===== src/hdl/lsb_stego_payload_extractor_defines.svh =====
// assertion macros for the lsb stego payload extractor
// used by the top level only, expects clk and arst_n in scope
`ifndef LSB_STEGO_PAYLOAD_EXTRACTOR_DEFINES_SVH
`define LSB_STEGO_PAYLOAD_EXTRACTOR_DEFINES_SVH

// property that must hold at every clock edge out of reset
`define LSBX_CHECK(label, expr) \
	label: assert property (@(posedge clk) disable iff (!arst_n) (expr)) \
		else $error("lsbx check failed");

// implication checked in the same cycle
`define LSBX_IMPLY(label, ante, cons) \
	label: assert property (@(posedge clk) disable iff (!arst_n) (ante) |-> (cons)) \
		else $error("lsbx implication failed");

`endif


===== src/hdl/lsbx_pkg.sv =====
// shared types, codes and constants of the lsb stego payload extractor
// no dependencies
`timescale 1ns / 1ps

package lsbx_pkg;

	// fixed format constants
	localparam int BMP_HEADER_BYTES    = 54;
	localparam int LENGTH_FIELD_BITS   = 32;
	localparam int MAX_EXT_LEN_DEFAULT = 32;
	localparam int FIXED_OVERHEAD      = 10;
	localparam int BYTE_BITS           = 8;
	localparam int MAGIC_BITS          = 16;

	localparam logic [7:0]  CHAR_B      = 8'h42;
	localparam logic [7:0]  CHAR_M      = 8'h4D;
	localparam logic [15:0] MAGIC_RESET = 16'd10787;

	// widths
	localparam int HDR_W   = 6;
	localparam int BIT_W   = 5;
	localparam int SHIFT_W = 32;
	localparam int LEN_W   = 32;
	localparam int CFG_W   = 32;
	localparam int CFG_IDX_W = 1;

	// result queue depth
	localparam int RF_DEPTH = 4;

	// register indexes
	localparam logic [CFG_IDX_W-1:0] REG_MAGIC = 1'b0;
	localparam logic [CFG_IDX_W-1:0] REG_FLEN  = 1'b1;

	// result kinds
	localparam logic [1:0] KIND_EXT    = 2'd0;
	localparam logic [1:0] KIND_PAY    = 2'd1;
	localparam logic [1:0] KIND_STATUS = 2'd2;

	// status codes
	localparam logic [1:0] ST_OK       = 2'd0;
	localparam logic [1:0] ST_MAGIC    = 2'd1;
	localparam logic [1:0] ST_TRUNC    = 2'd2;
	localparam logic [1:0] ST_EXT_LONG = 2'd3;

	typedef enum logic [3:0] {
		PH_DETECT,
		PH_SECOND,
		PH_HEADER,
		PH_MAGIC,
		PH_EXTLEN,
		PH_EXT,
		PH_PAYLEN,
		PH_PAYLSB,
		PH_PAYRAW,
		PH_DONE
	} phase_t;

	typedef struct packed {
		logic [1:0]       kind;
		logic [7:0]       value;
		logic [1:0]       status;
		logic [LEN_W-1:0] length;
		logic             last;
	} res_t;

	// up to two results written into the queue in one cycle, r0 first
	typedef struct packed {
		logic [1:0] cnt;
		res_t       r0;
		res_t       r1;
	} push_t;

endpackage


===== src/hdl/lsb_stego_payload_extractor.sv =====
// lsb stego payload extractor: one file byte per word, results lsb-decoded
// results come from the input word register through the result queue
// throughput: one byte per cycle but for stalls; two results take two slots
// the four-entry result queue stalls input only when it is nearly full
// reset: arst_n clears parse state and queue, registers go to defaults
`timescale 1ns / 1ps
`include "lsb_stego_payload_extractor_defines.svh"

module lsb_stego_payload_extractor #(
	parameter int MAX_EXT_LEN = lsbx_pkg::MAX_EXT_LEN_DEFAULT
) (
	input  logic                              clk,
	input  logic                              arst_n,
	input  logic                              wr_en,
	input  logic [lsbx_pkg::CFG_IDX_W-1:0]    wr_index,
	input  logic [lsbx_pkg::CFG_W-1:0]        wr_data,
	input  logic                              in_valid,
	output logic                              in_ready,
	input  logic [7:0]                        in_byte,
	input  logic                              in_last,
	output logic                              out_valid,
	input  logic                              out_ready,
	output logic [1:0]                        out_kind,
	output logic [7:0]                        out_value,
	output logic [1:0]                        out_status,
	output logic [lsbx_pkg::LEN_W-1:0]        out_length,
	output logic                              out_last
);
	import lsbx_pkg::*;

	logic [15:0]      magic_q;
	logic [LEN_W-1:0] flen_q;
	push_t            push;
	logic             fifo_room;
	res_t             head;

	// configuration registers
	always_ff @(posedge clk or negedge arst_n) begin
		if (!arst_n) begin
			magic_q <= MAGIC_RESET;
			flen_q  <= '0;
		end else if (wr_en) begin
			case (wr_index)
				REG_MAGIC: magic_q <= wr_data[15:0];
				REG_FLEN:  flen_q  <= wr_data[LEN_W-1:0];
				default: ;
			endcase
		end
	end

	lsbx_core #(
		.MAX_EXT_LEN(MAX_EXT_LEN)
	) u_core (
		.clk        (clk),
		.arst_n     (arst_n),
		.in_valid   (in_valid),
		.in_ready   (in_ready),
		.in_byte    (in_byte),
		.in_last    (in_last),
		.magic_word (magic_q),
		.file_length(flen_q),
		.room       (fifo_room),
		.push       (push)
	);

	lsbx_rfifo u_rfifo (
		.clk      (clk),
		.arst_n   (arst_n),
		.push     (push),
		.room     (fifo_room),
		.out_valid(out_valid),
		.out_ready(out_ready),
		.head     (head)
	);

	assign out_kind   = head.kind;
	assign out_value  = head.value;
	assign out_status = head.status;
	assign out_length = head.length;
	assign out_last   = head.last;

	// checks
	`LSBX_CHECK(a_push_needs_room, !((push.cnt != 2'd0) && !fifo_room))
	`LSBX_IMPLY(a_second_is_status, push.cnt == 2'd2, push.r1.kind == KIND_STATUS && push.r1.last)
	`LSBX_IMPLY(a_last_is_status, out_valid && out_last, out_kind == KIND_STATUS)
	`LSBX_IMPLY(a_byte_fields_zero, out_valid && out_kind != KIND_STATUS, out_status == ST_OK && out_length == '0 && !out_last)

endmodule


===== src/hdl/lsbx_core.sv =====
// decode core: input word register, parse state and result generation
// depends on lsbx_pkg
`timescale 1ns / 1ps

module lsbx_core #(
	parameter int MAX_EXT_LEN = lsbx_pkg::MAX_EXT_LEN_DEFAULT
) (
	input  logic                   clk,
	input  logic                   arst_n,
	input  logic                   in_valid,
	output logic                   in_ready,
	input  logic [7:0]             in_byte,
	input  logic                   in_last,
	input  logic [15:0]            magic_word,
	input  logic [lsbx_pkg::LEN_W-1:0] file_length,
	input  logic                   room,
	output lsbx_pkg::push_t        push
);
	import lsbx_pkg::*;

	localparam int EXT_W = $clog2(MAX_EXT_LEN + 1);

	// input word register
	logic       valid_s1;
	logic [7:0] byte_s1;
	logic       last_s1;
	logic       fire;

	// parse state
	phase_t             phase_q, phase_d;
	logic [7:0]         first_q, first_d;
	logic               bitmap_q, bitmap_d;
	logic [HDR_W-1:0]   hleft_q, hleft_d;
	logic [BIT_W-1:0]   bit_q, bit_d;
	logic [SHIFT_W-1:0] shift_q, shift_d;
	logic [EXT_W-1:0]   ext_q, ext_d;
	logic [LEN_W-1:0]   paylen_q, paylen_d;
	logic [LEN_W-1:0]   lsbcnt_q, lsbcnt_d;
	logic [LEN_W-1:0]   items_q, items_d;

	// capacity, kept up to date from the state
	logic [LEN_W-1:0] lsbcap_q, cap_q;
	logic [LEN_W-1:0] hdr_len, over_len;

	// shared decode
	logic               b0, f0;
	logic [SHIFT_W-1:0] acc;
	logic [BIT_W:0]     bit_next, need;
	logic               field_done;
	logic               ext_too_long;
	logic               is_bm;

	// results
	logic             byte_emit, fin, trunc, stat_emit;
	logic [1:0]       byte_kind, fin_status;
	logic [7:0]       byte_val;
	logic [LEN_W-1:0] stat_len;
	res_t             byte_res, stat_res;

	assign fire     = valid_s1 && room;
	assign in_ready = !valid_s1 || fire;

	always_ff @(posedge clk or negedge arst_n) begin
		if (!arst_n) begin
			valid_s1 <= 1'b0;
		end else if (in_ready) begin
			valid_s1 <= in_valid;
		end
	end

	always_ff @(posedge clk) begin
		if (in_ready && in_valid) begin
			byte_s1 <= in_byte;
			last_s1 <= in_last;
		end
	end

	// bit gathering, lsb first
	assign b0  = byte_s1[0];
	assign f0  = first_q[0];
	assign acc = shift_q | (SHIFT_W'(b0) << bit_q);
	assign bit_next = {1'b0, bit_q} + (BIT_W+1)'(1);
	assign ext_too_long = acc > SHIFT_W'(MAX_EXT_LEN);
	assign is_bm = (first_q == CHAR_B) && (byte_s1 == CHAR_M);

	always_comb begin
		case (phase_q)
			PH_MAGIC: need = (BIT_W+1)'(MAGIC_BITS);
			PH_EXTLEN, PH_PAYLEN: need = (BIT_W+1)'(LENGTH_FIELD_BITS);
			default: need = (BIT_W+1)'(BYTE_BITS);
		endcase
	end

	assign field_done = bit_next == need;

	// capacity in two register steps
	assign hdr_len  = bitmap_q ? LEN_W'(BMP_HEADER_BYTES) : '0;
	assign over_len = LEN_W'(FIXED_OVERHEAD) + LEN_W'(ext_q);

	always_ff @(posedge clk) begin
		lsbcap_q <= (file_length > hdr_len) ? file_length - hdr_len : '0;
		cap_q    <= (lsbcap_q > over_len) ? lsbcap_q - over_len : '0;
	end

	// next state
	always_comb begin
		phase_d  = phase_q;
		first_d  = first_q;
		bitmap_d = bitmap_q;
		hleft_d  = hleft_q;
		bit_d    = bit_q;
		shift_d  = shift_q;
		ext_d    = ext_q;
		paylen_d = paylen_q;
		lsbcnt_d = lsbcnt_q;
		items_d  = items_q;
		if (fire) begin
			case (phase_q)
				PH_DETECT: begin
					first_d = byte_s1;
					phase_d = PH_SECOND;
				end
				PH_SECOND: begin
					bitmap_d = is_bm;
					if (!is_bm) begin
						phase_d = PH_MAGIC;
						shift_d = {{(SHIFT_W-2){1'b0}}, b0, f0};
						bit_d   = BIT_W'(2);
					end else if (BMP_HEADER_BYTES > 2) begin
						hleft_d = HDR_W'(BMP_HEADER_BYTES - 2);
						phase_d = PH_HEADER;
					end else begin
						phase_d = PH_MAGIC;
						// tiny header: the marker bytes past it carry data
						if (BMP_HEADER_BYTES == 1) begin
							shift_d = SHIFT_W'(b0);
							bit_d   = BIT_W'(1);
						end else if (BMP_HEADER_BYTES == 0) begin
							shift_d = {{(SHIFT_W-2){1'b0}}, b0, f0};
							bit_d   = BIT_W'(2);
						end
					end
				end
				PH_HEADER: begin
					if (hleft_q != '0)
						hleft_d = hleft_q - HDR_W'(1);
					if (hleft_q <= HDR_W'(1))
						phase_d = PH_MAGIC;
				end
				PH_MAGIC, PH_EXTLEN, PH_EXT, PH_PAYLEN, PH_PAYLSB: begin
					shift_d = acc;
					bit_d   = bit_next[BIT_W-1:0];
					if (field_done) begin
						shift_d = '0;
						bit_d   = '0;
						case (phase_q)
							PH_MAGIC: begin
								phase_d = (acc[15:0] != magic_word) ? PH_DONE : PH_EXTLEN;
							end
							PH_EXTLEN: begin
								ext_d = EXT_W'(acc);
								if (ext_too_long) begin
									phase_d = PH_DONE;
								end else begin
									items_d = acc;
									phase_d = (acc == '0) ? PH_PAYLEN : PH_EXT;
								end
							end
							PH_EXT: begin
								items_d = items_q - LEN_W'(1);
								if (items_q == LEN_W'(1))
									phase_d = PH_PAYLEN;
							end
							PH_PAYLEN: begin
								paylen_d = acc;
								lsbcnt_d = (acc > cap_q) ? cap_q : acc;
								items_d  = acc;
								if (acc == '0)
									phase_d = PH_DONE;
								else if (cap_q != '0)
									phase_d = PH_PAYLSB;
								else
									phase_d = PH_PAYRAW;
							end
							default: begin
								lsbcnt_d = lsbcnt_q - LEN_W'(1);
								items_d  = items_q - LEN_W'(1);
								if (items_q == LEN_W'(1))
									phase_d = PH_DONE;
								else if (lsbcnt_q == LEN_W'(1))
									phase_d = PH_PAYRAW;
							end
						endcase
					end
				end
				PH_PAYRAW: begin
					items_d = items_q - LEN_W'(1);
					if (items_q == LEN_W'(1))
						phase_d = PH_DONE;
				end
				default: ;
			endcase
			// end of file puts everything back to the start
			if (last_s1) begin
				phase_d  = PH_DETECT;
				first_d  = '0;
				bitmap_d = 1'b0;
				hleft_d  = '0;
				bit_d    = '0;
				shift_d  = '0;
				ext_d    = '0;
				paylen_d = '0;
				lsbcnt_d = '0;
				items_d  = '0;
			end
		end
	end

	always_ff @(posedge clk or negedge arst_n) begin
		if (!arst_n) begin
			phase_q  <= PH_DETECT;
			first_q  <= '0;
			bitmap_q <= 1'b0;
			hleft_q  <= '0;
			bit_q    <= '0;
			shift_q  <= '0;
			ext_q    <= '0;
			paylen_q <= '0;
			lsbcnt_q <= '0;
			items_q  <= '0;
		end else begin
			phase_q  <= phase_d;
			first_q  <= first_d;
			bitmap_q <= bitmap_d;
			hleft_q  <= hleft_d;
			bit_q    <= bit_d;
			shift_q  <= shift_d;
			ext_q    <= ext_d;
			paylen_q <= paylen_d;
			lsbcnt_q <= lsbcnt_d;
			items_q  <= items_d;
		end
	end

	// results of the word in the input register
	always_comb begin
		byte_emit  = 1'b0;
		byte_kind  = KIND_PAY;
		byte_val   = acc[7:0];
		fin        = 1'b0;
		fin_status = ST_OK;
		stat_len   = '0;
		if (fire) begin
			case (phase_q)
				PH_MAGIC: begin
					if (field_done && acc[15:0] != magic_word) begin
						fin        = 1'b1;
						fin_status = ST_MAGIC;
					end
				end
				PH_EXTLEN: begin
					if (field_done && ext_too_long) begin
						fin        = 1'b1;
						fin_status = ST_EXT_LONG;
					end
				end
				PH_EXT: begin
					if (field_done) begin
						byte_emit = 1'b1;
						byte_kind = KIND_EXT;
					end
				end
				PH_PAYLEN: begin
					if (field_done && acc == '0)
						fin = 1'b1;
				end
				PH_PAYLSB: begin
					if (field_done) begin
						byte_emit = 1'b1;
						if (items_q == LEN_W'(1)) begin
							fin      = 1'b1;
							stat_len = paylen_q;
						end
					end
				end
				PH_PAYRAW: begin
					byte_emit = 1'b1;
					byte_val  = byte_s1;
					if (items_q == LEN_W'(1)) begin
						fin      = 1'b1;
						stat_len = paylen_q;
					end
				end
				default: ;
			endcase
		end

		// file ended before the decode finished
		trunc = fire && last_s1 && !fin && (phase_q != PH_DONE);
		if (trunc)
			stat_len = (phase_q == PH_PAYLEN && field_done) ? acc : paylen_q;

		stat_emit = fin || trunc;

		byte_res.kind   = byte_kind;
		byte_res.value  = byte_val;
		byte_res.status = ST_OK;
		byte_res.length = '0;
		byte_res.last   = 1'b0;

		stat_res.kind   = KIND_STATUS;
		stat_res.value  = '0;
		stat_res.status = trunc ? ST_TRUNC : fin_status;
		stat_res.length = stat_len;
		stat_res.last   = 1'b1;

		push.cnt = {1'b0, byte_emit} + {1'b0, stat_emit};
		push.r0  = byte_emit ? byte_res : stat_res;
		push.r1  = stat_res;
	end

endmodule


===== src/hdl/lsbx_rfifo.sv =====
// result queue: takes up to two results a cycle, hands out one
// depends on lsbx_pkg
`timescale 1ns / 1ps

module lsbx_rfifo (
	input  logic             clk,
	input  logic             arst_n,
	input  lsbx_pkg::push_t  push,
	output logic             room,
	output logic             out_valid,
	input  logic             out_ready,
	output lsbx_pkg::res_t   head
);
	import lsbx_pkg::*;

	localparam int PTR_W = $clog2(RF_DEPTH);
	localparam int CNT_W = $clog2(RF_DEPTH + 1);

	res_t             mem [RF_DEPTH];
	logic [PTR_W-1:0] wp_q, rp_q, wp_inc;
	logic [CNT_W-1:0] count_q;
	logic             pop;

	assign out_valid = count_q != '0;
	assign pop       = out_valid && out_ready;
	assign room      = count_q <= CNT_W'(RF_DEPTH - 2);
	assign wp_inc    = wp_q + PTR_W'(1);
	assign head      = mem[rp_q];

	// entry storage
	always_ff @(posedge clk) begin
		if (push.cnt != 2'd0)
			mem[wp_q] <= push.r0;
		if (push.cnt == 2'd2)
			mem[wp_inc] <= push.r1;
	end

	// pointers and fill level
	always_ff @(posedge clk or negedge arst_n) begin
		if (!arst_n) begin
			wp_q    <= '0;
			rp_q    <= '0;
			count_q <= '0;
		end else begin
			wp_q    <= wp_q + PTR_W'(push.cnt);
			if (pop)
				rp_q <= rp_q + PTR_W'(1);
			count_q <= count_q + CNT_W'(push.cnt) - CNT_W'(pop);
		end
	end

endmodule


===== config.mk =====
export PLATFORM = sky130hd
export DESIGN_NAME = lsb_stego_payload_extractor
export DESIGN_NICKNAME = d
export VERILOG_FILES = /design/src/hdl/lsbx_pkg.sv /design/src/hdl/lsb_stego_payload_extractor.sv /design/src/hdl/lsbx_core.sv /design/src/hdl/lsbx_rfifo.sv
export VERILOG_INCLUDE_DIRS = /design/src /design/src/hdl
export SDC_FILE = /design/constraint.sdc
export NUM_CORES = 1
export LEC_CHECK = 0
export ABC_AREA = 0
export BUFFER_PORTS_ARGS = -buffer_cell sky130_fd_sc_hd__buf_2
export CORE_MARGIN = 2
export CORE_UTILIZATION = 30
export DETAILED_ROUTE_END_ITERATION = 10
export GPL_ROUTABILITY_DRIVEN = 1
export MAX_ROUTING_LAYER = met4
export PLACE_DENSITY = 0.49
export SETUP_SLACK_MARGIN = 0.5
export SLEW_MARGIN = 10
export SYNTH_ARGS = -nofsm -noshare
export SYNTH_HDL_FRONTEND = slang
export SYNTH_HIERARCHICAL = 1
export SYNTH_SLANG_ARGS = --single-unit

===== constraint.sdc =====
create_clock -name clk -period 8.63 [get_ports clk]
set_clock_uncertainty 0.15 [all_clocks]
set_input_delay 0.863 -clock clk [delete_from_list [all_inputs] [get_ports clk]]
set_output_delay 0.863 -clock clk [all_outputs]
set_load 0.03 [all_outputs]

* Word level (Yosys, flattened, before mapping)
Memory sizes are Yosys's and may differ from the RTL's.
Cells that the tools add are included.
** Word-level totals
- Register bits :: 287
- Memory bits (writable) :: 180
- Input port bits :: 47
- Output and inout bits :: 47
- Word-level logic and storage cells :: 198
- Memories :: 1
** Cells by class
- Add/subtract/negate cells :: 13
- $lt $le $gt $ge :: 6
- Equality and inequality tests :: 27
- Shift-type cells :: 1
- Muxes and demuxes :: 82
- Bitwise logic cells :: 2
- Reductions and logical operators :: 46
** Memories
- u_rfifo.mem :: words 4, bits a word 45, rd ports 1, clocked after memory_dff 0, wr ports 2, line lsbx_rfifo.sv:19 : res_t mem [RF_DEPTH];
** Operators with widths (count)
- 2-to-1 mux 32 bit :: 19
- one-hot mux 32 bit (2 select lines) :: 4
- > comparator 32 bit :: 3
- one-hot mux 32 bit (3 select lines) :: 1
- equality test 32 x 1 -> 1 bit (second input constant) :: 2
- subtractor 32 x 1 -> 32 bit (second input constant) :: 2
- subtractor 32 bit :: 2
- 2-to-1 mux 6 bit :: 8
- 2-to-1 mux 45 bit :: 1
- 2-to-1 mux 4 bit :: 11
- > comparator 32 x 6 -> 1 bit (second input constant) :: 1
- zero test 32 bit :: 1
- 2-to-1 mux 8 bit :: 4
- bitwise OR 32 bit :: 1
- nonzero test 32 bit :: 1
- left shift 1 x 5 -> 32 bit :: 1
- one-hot mux 6 bit (2 select lines) :: 2
- one-hot mux 4 bit (5 select lines) :: 1
- 2-to-1 mux 1 bit :: 17
- equality test 4 x 3 -> 1 bit (second input constant) :: 4
- equality test 8 x 7 -> 1 bit (second input constant) :: 2
- != test 16 bit :: 1
- one-hot mux 4 bit (4 select lines) :: 1
- AND reduction 4 bit :: 4
- 43 further kinds :: 83

* Logic depth before layout (Yosys ltp)
Gate-level depths: netlist of the first run.
- Depth in word-level cells :: 16
- Depth in mapped cells :: 19
- Depth with buffers taken out :: 15

* By module
The synthesis of the first run kept the hierarchy.
** By module, submodules not included
- lsbx_core :: times used 1, cells an instance 1807, area each 14716.6 µm², seq. area each 5530.3 µm²
- lsbx_rfifo :: times used 1, cells an instance 476, area each 9643.0 µm², seq. area each 5580.4 µm²
- lsb_stego_payload_extractor :: times used 1, cells an instance 103, area each 1830.5 µm², seq. area each 1208.7 µm²

* Least setup slack after synthesis of the first run
Ideal clock, no wire load.
- Kind :: reg-to-reg
- Start point :: register u_core.bit_q[2]
- End point :: memory u_rfifo/mem[0][0] in the netlist's numbering, enable pin
- Setup time :: 0.510 ns
- Arrival :: 6.238 ns
- Required time :: 7.970 ns
- Path slack :: 1.732 ns
- Stages on the path, launching flop included :: 17
- Buffers on the path :: 4
- Clock period less this slack :: 6.898 ns
- Cell sequence :: dfrtp_1 -> buf_6 -> and3b_1 -> buf_6 -> a31oi_4 -> inv_2 -> or4_4 -> or4_4 -> buf_6 -> nor2_1 -> nor3_1 -> o22a_1 -> o21bai_1 -> ha_1 -> clkbuf_2 -> o21bai_1 -> o21ai_0
** RTL lines
- start, declared :: line lsbx_core.sv:34 : logic [BIT_W-1:0] bit_q, bit_d;
- start signal, assigned :: line lsbx_core.sv:236 : bit_q <= bit_d;
- end, declared :: line lsbx_rfifo.sv:19

==> results of run 1 <==
## power by group
group / leakage, nW / internal (W) / switching [W]
registers: 5.19 / 0.00265 / 0.000360
logic: 5.68 / 0.000892 / 0.00163
clock network: 0.929 / 0.00141 / 0.000977
## path summary, 6_finish.rpt
kind | slack, ps | depth (start not counted) | startpoint | end
worst max register to register | 2260 | 13 | u_core/byte_s1[0]$_DFFE_PP_ | u_rfifo/mem[0][42]$_DFFE_PP_
max in group asynchronous | 6720 | 2 | arst_n | u_rfifo/rp_q[0]$_DFFE_PN0P_
min in group clk | 270 | 1 | in_byte[7] | u_core/byte_s1[7]$_DFFE_PP_
worst min register to register | 310 | 2 | u_core/first_q[6]$_DFFE_PN0P_ | u_core/first_q[6]$_DFFE_PN0P_
worst max-delay path | 2260 | 13 | u_core/byte_s1[0]$_DFFE_PP_ | u_rfifo/mem[0][42]$_DFFE_PP_
worst min-delay path | 130 | 1 | arst_n | flen_q[15]$_DFFE_PN0P_
## area by class of cell
cell class / instances / area (sq um)
Timing Repair Buffer: 156 / 948
Inverter: 101 / 379
Clock buffer: 71 / 1540
Antenna cell: 2 / 5.00
Clock inverter: 31 / 340
Sequential cell: 467 / 12300
Fill cell: 8631 / 56900
Multi-Input combinational cell: 1683 / 12800
Tap cell: 1155 / 1450
## stage by stage
step           worst slack (ps)  hold slack, ps
2_1_floorplan              1730             280
3_3_place_gp               2520             295
3_5_place_dp               2440             301
4_1_cts                    2380             128
5_1_grt                    1940             158
6_report                   2260             128
## synthesized netlist by cell type (14+ instances only)
| master | number |
|---|---|
| xor2_1 | 20 |
| clkbuf_1 | 70 |
| mux2_4 | 129 |
| buf_2 | 20 |
| o21ai_0 | 203 |
| buf_6 | 17 |
| mux2_2 | 110 |
| o31ai_1 | 16 |
| buf_4 | 29 |
| xnor2_1 | 46 |
| nand3_1 | 32 |
| nor4_1 | 46 |
| nand2b_1 | 18 |
| dfxtp_1 | 64 |
| ha_1 | 56 |
| mux4_2 | 45 |
| nand4_1 | 25 |
| nor3_1 | 67 |
| or3_1 | 21 |
| a21o_1 | 14 |
| or4_1 | 17 |
| nand2_1 | 157 |
| o221ai_1 | 18 |
| dfrtp_1 | 208 |
| nor2_1 | 206 |
| o211ai_1 | 18 |
| inv_1 | 98 |
| and2_1 | 14 |
| a21oi_1 | 138 |
| o2bb2ai_1 | 75 |
| a31oi_1 | 20 |
| edfxtp_1 | 189 |
## flip-flops by register name, summed over array words and instances (netlist names), 3 cells and up
name,flops
u_core/phase_q,4
u_core/lsbcap_q,32
flen_q,32
u_core/items_q,32
u_core/first_q,8
u_core/cap_q,32
magic_q,16
u_rfifo/mem,180
u_core/bit_q,5
u_core/ext_q,6
u_core/paylen_q,32
u_core/hleft_q,6
u_rfifo/count_q,3
u_core/byte_s1,8
u_core/shift_q,32
u_core/lsbcnt_q,32
## cells by family after synthesis
| group | after synthesis | synth area share, % |
|---|---|---|
| and+or+nand+nor | 666 | 12.6 |
| AOI/OAI and AO/OA | 594 | 14.4 |
| DFF | 467 | 47.0 |
| muxes | 287 | 16.1 |
| buffers and inverters | 245 | 4.76 |
| xor gates and xnor gates | 66 | 2.21 |
| adders and majority gates | 59 | 2.90 |
| other | 2 | 0.0287 |
## per-layer routing
layer  track usage, %  up-vias  part of all wire, %
met5                -        -                    0
met4             7.75        0                  4.3
met3             2.46      160                  5.1
met2             30.3      634                   47
met1             24.3     9784                   44
li1                 -     9044                    -
## worst reg2reg max path: stages, from the launching register on
cell and delay [ps]:
edfxtp_1 1000, nor4b_2 640, a31oi_1 170, a32o_1 250, nor4_1 650, a31oi_1 380, nor3_1 420, o22a_1 210
o21bai_1 70, ha_1 470, nand4b_1 160, buf_4 620, o21ai_4 460, buf_4 400
==> results.sh, run 1 <==
export IMPL_outcome="finished, final reports clean"
export IMPL_yosysSeqAreaShare_pct=47.0
export IMPL_fp_dieArea_sq_um=89700
export IMPL_synth_area_per_cell_sq_um=11.0
export IMPL_cellLeakagePower_nw=11.8
export IMPL_place_inst=3562
export IMPL_most_frequent_cells_in_the_layout="dfrtp_1, nor2_1, o21ai_0"
export IMPL_power_density_nw_per_um2=266
export IMPL_ant_nets=0
export IMPL_hold_viol=0
export IMPL_asyncSetResetFlopFracSynth_pct=45.8
export IMPL_max_slew_margin_pct=22.7
export IMPL_i_o_pins=94
export IMPL_critPathCaptureType="flip-flop"
export IMPL_vias=19600
export IMPL_grt_setup_unrepaired="no"
export IMPL_detail_route_vias_per_cell=5.35
export IMPL_yosys_cell_types_count=92
export IMPL_synthCells=2386
export IMPL_max_freq_mhz=157
export IMPL_postLayoutCellArea_sq_um=29700
export IMPL_critPathMaxFanout=46
export IMPL_place_congestion=0.967
export IMPL_ctsRootBufferMaster="clkbuf_16"
export IMPL_post_synthesis_instance_area_sq_um=26200
export IMPL_worst_slew_pin_slew_ps=1160
export IMPL_final_setup_violation_count=0
export IMPL_edff_count_synth=189
export IMPL_clk_path_buf_depth=3
export IMPL_cp_buffers_inverters=2
export IMPL_post_route_min_period_ps=6370
export IMPL_max_cap_violations=0
export IMPL_finalSetupTns_ps=0
export IMPL_ys_seq_elements=467
export IMPL_grtUsageTotal_pct=18.9
export IMPL_cp_data_required_time_ps=8820
export IMPL_ys_dominant_reg_cell="dfrtp_1"
export IMPL_chip_width_um=299
export IMPL_post_route_cells_drive_above_1_share_pct=23.0
export IMPL_utilization_pct=34.3
export IMPL_worst_ir_drop_vdd_mv=0.176
export IMPL_post_cts_resized=0
export IMPL_area_delta_synth_final_pct=13.5
export IMPL_drc_errors=0
export IMPL_chipHeight_um=299
export IMPL_most_frequent_standard_cell_in_the_layout_excluding_fill_and_tap_cells="dfrtp_1"
export IMPL_tritoncts="built"
export IMPL_critical_path_top_delay_family="simple AND/OR/NAND/NOR gates"
export IMPL_clk_transition_reported_paths_ps=60
export IMPL_floorplan_core_area_sq_um=86600
export IMPL_critical_path_slowest_cell="edfxtp_1"
export IMPL_timing_max_transition_violations_final=0
export IMPL_initial_core_util_pct=30.2
export IMPL_dpl_cell_area_sq_um=27900
export IMPL_clk_latency_ps=640
export IMPL_cpPeakStageDelay_ps=1000
export IMPL_grt_max_degree=87
export IMPL_numCtsBuffers=54
export IMPL_nNetsFinal=2569
export IMPL_postRouteWirelength_um=84100
export IMPL_grt_first_pass_wirelength_um=125000
export IMPL_detailedPlacementHpwl_um=60400
export IMPL_iteration_0_drc_count_of_the_detailed_router=1437
export IMPL_htreeDepth=2
export IMPL_post_layout_total_power_w=0.00792
export IMPL_cts_sinks=467
export IMPL_globalRoute_totalOverflow=0
export IMPL_first_global_vias=19300
export IMPL_buffer_ports_inserted=93
export IMPL_timing_final_crit_share_pct=73.8
export IMPL_timing_critical_path_cells="nor4b_2, a31oi_1, a32o_1, nor4_1, a31oi_1, nor3_1, o22a_1, o21bai_1, ha_1, nand4b_1, buf_4, o21ai_4, buf_4"
export IMPL_first_pass_iters=5
export IMPL_fin_cells=3666
export IMPL_synth_warning_count=6
export IMPL_hold_buffers=0
export IMPL_cts_setup_buffers=0
export IMPL_antenna_found_initial=0
export IMPL_yosysTopAreaCell="edfxtp_1"
export IMPL_yosysTopAreaCellShare_pct=21.7
export IMPL_wl_per_cell_um=23.0
export IMPL_synthTopCellsByArea="edfxtp_1, dfrtp_1, mux2_4, dfxtp_1, mux2_2"
export IMPL_cp_start_kind="flip-flop"
export IMPL_hold_path_class="primary input to async pin"
export IMPL_floorplan_row_count=108
export IMPL_worstPathArrival_ps=6560
export IMPL_worst_setup_path_type="flip-flop to flip-flop"
Note: power is estimated with default switching activity, not from simulation.
==> run 2, diff against run 1 <==
Settings changed: PLACE_DENSITY 0.49 to 0.5.
Clock period 8.63 ns to 5.3 ns, I/O delays scaled along.
==> results.sh, run 2 (synthesis results as in run 1) <==
export IMPL_finalSetupTns_ps=0
export IMPL_timing_max_transition_violations_final=0
export IMPL_clk_latency_ps=610
export IMPL_antenna_found_initial=2
export IMPL_i_o_pins=94
export IMPL_p_switching_w=0.00478
export IMPL_cp_start_kind="flip-flop"
export IMPL_chip_width_um=299
export IMPL_timing_final_crit_share_pct=89.5
export IMPL_detailedPlacementHpwl_um=59500
export IMPL_worstPathArrival_ps=4950
export IMPL_wl_per_cell_um=22.2
export IMPL_sequentialPowerShare_pct=37.8
export IMPL_largest_register="u_rfifo/mem"
export IMPL_iteration_0_drc_count_of_the_detailed_router=1849
export IMPL_critical_path_slowest_cell="or4_4"
export IMPL_power_report_internal_total_w=0.00828
export IMPL_largest_register_ff_count=180
export IMPL_cpPeakStageDelay_ps=600
export IMPL_critical_path_top_delay_family="simple AND/OR/NAND/NOR gates"
export IMPL_max_cap_violations=0
export IMPL_tritoncts="built"
export IMPL_critPathMaxFanout=14
export IMPL_initial_core_util_pct=30.2
export IMPL_outcome="finished, final reports clean"
export IMPL_post_route_cells_drive_above_1_share_pct=24.7
export IMPL_clkPwrFrac_pct=30.3
export IMPL_numCtsBuffers=55
export IMPL_area_delta_synth_final_pct=17.6
export IMPL_drc_errors=0
export IMPL_post_route_min_period_ps=4740
export IMPL_hold_viol=0
export IMPL_nNetsFinal=2649
export IMPL_buffer_ports_inserted=93
export IMPL_max_freq_mhz=211
export IMPL_critPathCaptureType="flip-flop"
export IMPL_ctsRootBufferMaster="clkbuf_16"
export IMPL_grt_setup_unrepaired="no"
export IMPL_most_frequent_standard_cell_in_the_layout_excluding_fill_and_tap_cells="nor2_1"
export IMPL_max_slew_margin_pct=20.7
export IMPL_hold_path_class="primary input to flip-flop"
export IMPL_power_density_nw_per_um2=424
export IMPL_floorplan_row_count=108
export IMPL_fin_worst_hold_slack_ps=25.6
export IMPL_place_congestion=0.959
export IMPL_ant_nets=0
export IMPL_postRouteWirelength_um=83100
export IMPL_share_comb_of_total_power_pct=31.9
export IMPL_cts_sinks=467
export IMPL_fp_dieArea_sq_um=89700
export IMPL_filler_cells=8566
export IMPL_worst_slew_pin_slew_ps=1180
export IMPL_swShare_pct=36.6
export IMPL_grt_max_degree=101
export IMPL_first_pass_iters=5
export IMPL_detail_route_vias_per_cell=5.37
export IMPL_timing_critical_path_cells="and3b_2, a31oi_4, inv_2, or4_4, or4_4, nor2_1, nor3_1, buf_4, o22a_1, o21bai_1, ha_4, nor4b_4, buf_4, bufbuf_16, mux2_4"
export IMPL_worst_setup_path_type="flip-flop to flip-flop"
export IMPL_cp_data_required_time_ps=5510
export IMPL_grt_first_pass_wirelength_um=126000
export IMPL_floorplan_core_area_sq_um=86600
export IMPL_clk_transition_reported_paths_ps=60
export IMPL_first_global_vias=19800
export IMPL_globalRoute_totalOverflow=0
export IMPL_clk_path_buf_depth=3
export IMPL_vias=20100
export IMPL_cp_buffers_inverters=4
export IMPL_final_setup_violation_count=0
export IMPL_grtUsageTotal_pct=18.7
export IMPL_most_frequent_cells_in_the_layout="nor2_1, dfrtp_1, o21ai_0"
export IMPL_cellLeakagePower_nw=12.3
export IMPL_chipHeight_um=299
export IMPL_htreeDepth=2
export IMPL_dpl_worst_slack_ps=-22.7
export IMPL_final_setup_worst_slack_ps=557
export IMPL_worst_ir_drop_vdd_mv=0.245
## run 2: cell types whose count changed in the layout (fill, tap and decap cells not counted), sizes merged
cell         delta
bufbuf          +1
clkinvlp        -3
clkbuf          +4
buf            +52
bufinv          +2
dlygate4sd3    +26
clkinv          -3
## run 2: repair_timing
item	in CTS	in global routing
pin swaps	1	1
setup buffers	5	1
setup endpoints to repair	370	392
hold buffers	26	0
gates cloned	1	0
gates resized for setup	8	15
hold endpoints to repair	103	0
## run 2: area by class of cell
class	count	area (sq um)	area share [%]
antenna	2	5.00	0.0162
clock inverter	27	334	1.08
inverter	101	379	1.23
sequential	467	12300	40.0
tap	1155	1450	4.69
timing repair buffer	235	1890	6.15
clock buffer	75	1570	5.08
multi-input combinational	1683	12900	41.7
## run 2: worst paths after layout
path | startpoint | to | slack (ps) | cells past startpoint
setup / recovery | u_core/bit_q[3]$_DFFE_PN0P_ | u_rfifo/mem[1][6]$_DFFE_PP_ | 560 | 15
hold / removal | wr_data[22] | flen_q[22]$_DFFE_PN0P_ | 30 | 2
setup reg to reg | u_core/bit_q[3]$_DFFE_PN0P_ | u_rfifo/mem[1][6]$_DFFE_PP_ | 560 | 15
hold reg to reg | u_core/first_q[6]$_DFFE_PN0P_ | u_core/first_q[6]$_DFFE_PN0P_ | 310 | 2
max in group asynchronous | arst_n | u_rfifo/rp_q[0]$_DFFE_PN0P_ | 3590 | 3
min in group asynchronous | arst_n | magic_q[14]$_DFFE_PN0P_ | 360 | 2
## run 2: worst reg2reg max path, cell delays in order (launching register included)
cell and delay (ps):
dfrtp_2 510, and3b_2 300, a31oi_4 210, inv_2 80, or4_4 510, or4_4 600
nor2_1 140, nor3_1 70, buf_4 150, o22a_1 200, o21bai_1 280, ha_4 290
nor4b_4 240, buf_4 160, bufbuf_16 300, mux2_4 320
## run 2: metal layers
metal	part of all wire (%)	track usage [%]
met1	44	24.9
met2	47	29.8
met3	6.0	2.26
met4	2.7	5.39
met5	0	-
## run 2: through the flow
step | utilization (%) | total power [W] | area, sq um | std cells
finish | 35.6 | 0.0131 | 30800 | 3745
global route | 35.6 | 0.0137 | 30800 | 3745
CTS | 35.5 | 0.0131 | 30700 | 3742
detailed placement | 32.9 | 0.00911 | 28500 | 3608
global placement | 32.9 | 0.00905 | 28500 | 3608
floorplan | - | 0.00763 | 26200 | 2395
## run 2: power by group through the flow
stage / Sequential [W] / Clock (W) / Combinational (W)
global placement: 0.00499 / 0 / 0.00406
global route: 0.00502 / 0.00420 / 0.00452
finish: 0.00494 / 0.00395 / 0.00416
detailed placement: 0.00501 / 0 / 0.00410
CTS: 0.00494 / 0.00405 / 0.00415
floorplan: 0.00464 / 0 / 0.00298
